<file path="config.mk">
export PLATFORM = sky130hd
export DESIGN_NAME = ftnr_ram
export DESIGN_NICKNAME = d
export VERILOG_FILES = /design/src/design/ftnr_ram.sv
export SDC_FILE = /design/constraint.sdc
export NUM_CORES = 1
export LEC_CHECK = 0
export BUFFER_PORTS_ARGS = -buffer_cell sky130_fd_sc_hd__buf_2
export CORE_ASPECT_RATIO = 1.4
export CORE_MARGIN = 3
export CORE_UTILIZATION = 57
export CTS_BUF_LIST = sky130_fd_sc_hd__clkbuf_8
export DETAILED_ROUTE_END_ITERATION = 6
export HOLD_SLACK_MARGIN = 0.08
export PLACE_DENSITY = 0.76
export SYNTH_ARGS = -nofsm -noshare
export SYNTH_HDL_FRONTEND = slang
export SYNTH_SLANG_ARGS = --single-unit
</file>
<file path="constraint.sdc">
create_clock -name clk -period 2 [get_ports clk]
set_input_delay 0.4 -clock clk [delete_from_list [all_inputs] [get_ports clk]]
set_output_delay 0.4 -clock clk [all_outputs]
set_load 0.01 [all_outputs]
</file>
<file path="src/design/ftnr_ram.sv">
module ftnr_ram #(
	parameter int WIDTH = 8,
	parameter int DEPTH = 16
) (
	input  logic                     clk,
	input  logic                     we,
	input  logic [$clog2(DEPTH)-1:0] waddr,
	input  logic [WIDTH-1:0]         wdata,
	input  logic                     re,
	input  logic [$clog2(DEPTH)-1:0] raddr,
	output logic [WIDTH-1:0]         rdata
);

	logic [WIDTH-1:0] mem [DEPTH];

	always_ff @(posedge clk) begin
		if (we) begin
			mem[waddr] <= wdata;
		end
		if (re) begin
			rdata <= mem[raddr];
		end
	end

endmodule

</file>
; Word level (Yosys, flattened, before mapping)
; Memories as Yosys holds them, arrays and structs flattened. A register that Yosys moved wholly into a read port is not among the register bits.
; Cells that the tools add are included.
[op_classes]
n_mux = 2
[ops]
columns = cell, n
row1 = 1-bit 2-to-1 mux, 2
[totals]
inputBits = 19
mem_bits_rw = 128
register_bits = 0
mem_count = 1
out_inout_bits = 8
elab_cells = 3
[memory_table]
columns = name, words, word_bits, rd, rd_ports_with_merged_regs, wr, line_no
row1 = mem, 16, 8, 1, 1, 1, 14  ; logic [WIDTH-1:0] mem [DEPTH];

; Logic depth before layout (Yosys ltp)
[logic_depth]
depth_word = 2
ltp_mapped = 5
ltp_nobuf = 3

; Least setup slack after synthesis
; Ideal clock, no wire load.
[synth_path]
path_kind = input to register
start = in waddr[2]
end = mem mem[0][0] (enable)
path_stages = 2
path_buffers = 0
required_time_ns = 1.617
setup_ns = 0.383
arrival_time_ns = 1.510
slack_ns = 0.107
cell_sequence = or3b_2 > nor3_1
[synth_lines]
columns = element, line_no
row1 = from (decl), 7  ; input logic [$clog2(DEPTH)-1:0] waddr,
row2 = to (decl), 14
; No word-level cell before the write port.

==> impl_metrics.yaml <==
grt:
  track_usage: 0.208
  gr-total-overflow: 0
  grt_pass1_wl_um: 14800
  grt_antenna_before_repair: 0
  grt_start_max_net_pins: 33
  grt_pass1_vias: 2525
timing:
  tightest_slew_ns: 0.433
  max_freq_ghz: 0.660
  holdWs_ns: 0.347
  max_slew_margin: 0.710
  post-route-min-period_ns: 1.51
  setup_viol: 0
  slew_viol_final: 0
  fin_skew_ns: 0.0102
  period_share: 0.757
  rsz0062_at_grt: "no"
  tns_ns: 0
  hold_viol: 0
worst_setup_path:
  crit_path_cell_trace: "mux4_2, a22oi_1, nand2_1"
  required_ns: 2.17
  crit_family: "multiplexers"
  crit_type: "flop to flop"
  cp-start-kind: "flop"
  path_max_fanout: 1
  cpPeakStageDelay_ns: 0.46
  critPathSlowestCell: "mux4_2"
  crit_path_end_kind: "flop"
  rr_worst_depth: 3
  path_buf_inv: 0
  path_depth: 3
  worst_ep_arrival_time_ns: 1.69
floorplan:
  coreArea_um2: 8760
  initial_utilization: 0.597
  die_h_um: 119
  io_pins: 27
  dieArea_um2: 10400
  dieWidth_um: 86.9
  rows: 40
clock_tree:
  tritoncts: "built"
  clkSlewWorstSetupHoldPaths_ns: 0.07
  root_buffer: "clkbuf_8"
  cts_buffers: 17
  clk_latency_ns: 0.43
  postCtsSetupRepairBufs: 0
  htreeDepth: 4
  cts_hold_buffers: 0
  cts_max_path_buffers: 2
  postCtsResizedCells: 0
  cts_sinks: 136
routing:
  drt-wirelength-per-cell_um: 24.0
  finalWirelength_um: 9710
  viasPerCell: 6.16
  drt_iter0_markers: 240
  drc_errors: 0
  dr.pass1.iters: 5
  postRouteAntennaNets: 0
  vias: 2493
power:
  vdd_ir_drop_max_v: 0.000568
  p_leak_nw: 2.02
  p_per_area_nw_per_um2: 880
final_layout:
  design_area_um2: 5920
  areaGrowthSynthToFinish_pct: 13.2
  drive_above_1_share: 0.297
  layout_common_cells: "edfxtp_1 (136), buf_2 (26), buf_4 (22), mux4_2 (18), clkbuf_8 (17)"
  diodes: 0
  num-nets-final: 308
  layout_commonest_cell: "edfxtp_1"
run_status:
  status: "complete, no violations"
synth:
  ys_seq_area_frac: 0.781
  syn_area_um2: 5230
  syn-instance-count: 229
  yosysWarnings: 0
  ys_ff_latch: 136
  postSynthAreaPerCell_um2: 22.8
  synthTopCellsByArea: "edfxtp_1 (78%), mux4_2 (7.8%), mux4_1 (7.0%)"
  yosys.area.top_type: "edfxtp_1"
  syn_nets: 248
  synth_cell_types: 18
  synth_top_area_share: 0.781
placed_design:
  hpwlAfterDp_um: 6300
  io_buffers: 26
  gp_congestion: 0.785
  place_area_um2: 5630
job:
  cap_violations: 0
worst_hold_path:
  hp-class: "input pin to flop"
  whs_path_depth: 1
## cells in the mapped netlist (all sizes together)
cell type        n
nor2            13
nand2b           2
edfxtp         136
buf              7
nand3b           2
a22oi           16
nor3             4
nor2b            1
and2             1
mux4            32
nand3            1
and2b            1
clkdlybuf4s25    3
nand2            9
or3b             1
## power breakdown
group	leakage (nW)	switching (W)	internal (W)	total, W
logic	0.620	0.000171	0.000132	0.000303
registers	1.24	0.0000153	0.00321	0.00323
clock network	0.166	0.000891	0.000787	0.00168
## logic make-up (layout without fill, tap and decap cells)
logic type	Yosys count	count (layout)	share of synthesized area
AOI/OAI and AO/OA	16	16	0.0230
buffers and inverters	10	81	0.0165
DFF	136	136	0.781
muxes	32	32	0.148
and+or+nand+nor	35	35	0.0314
## final cells by class
type / instances / area [um^2]
sequential: 136 / 4080
fill: 519 / 2840
multi-input combinational: 83 / 1060
timing repair buffer: 51 / 355
clock buffer: 17 / 234
tap: 105 / 131
clock inverter: 13 / 53.8
## per-layer routing
metal,share of wire,vias up,track usage
li1,-,1098,-
met1,0.40,1275,0.276
met2,0.52,110,0.325
met3,0.070,10,0.0706
met4,0.014,0,0.0673
met5,0,-,0
## flip-flops by register name, indices dropped and copies added (netlist names)
| signal | cells |
|---|---|
| mem | 128 |
| rdata | 8 |
## final timing paths
path	startpoint	end	slack, ns
max	mem[2][4]	rdata[4]	0.49
min	re	rdata[4]	0.35
max reg2reg	mem[2][4]	rdata[4]	0.49
min reg2reg	mem[14][0]	rdata[0]	0.74
## per-stage QoR
stage | setup slack (ns) | util | power [W] | std cells
floorplan | 0.107 | - | 0.00345 | 229
global placement | 0.0832 | 0.643 | 0.00358 | 375
detailed placement | 0.0521 | 0.643 | 0.00359 | 375
CTS | 0.500 | 0.675 | 0.00523 | 405
global route | 0.444 | 0.675 | 0.00539 | 405
finish | 0.486 | 0.675 | 0.00521 | 405
## worst register-to-register path, delay by kind of cell (launching register included)
family,cells,cell delay (ns)
DFF,1,0.37
and+or+nand+nor,1,0.11
AOI/OAI and AO/OA,1,0.32
muxes,1,0.46
(Power assumes the default switching activity.)
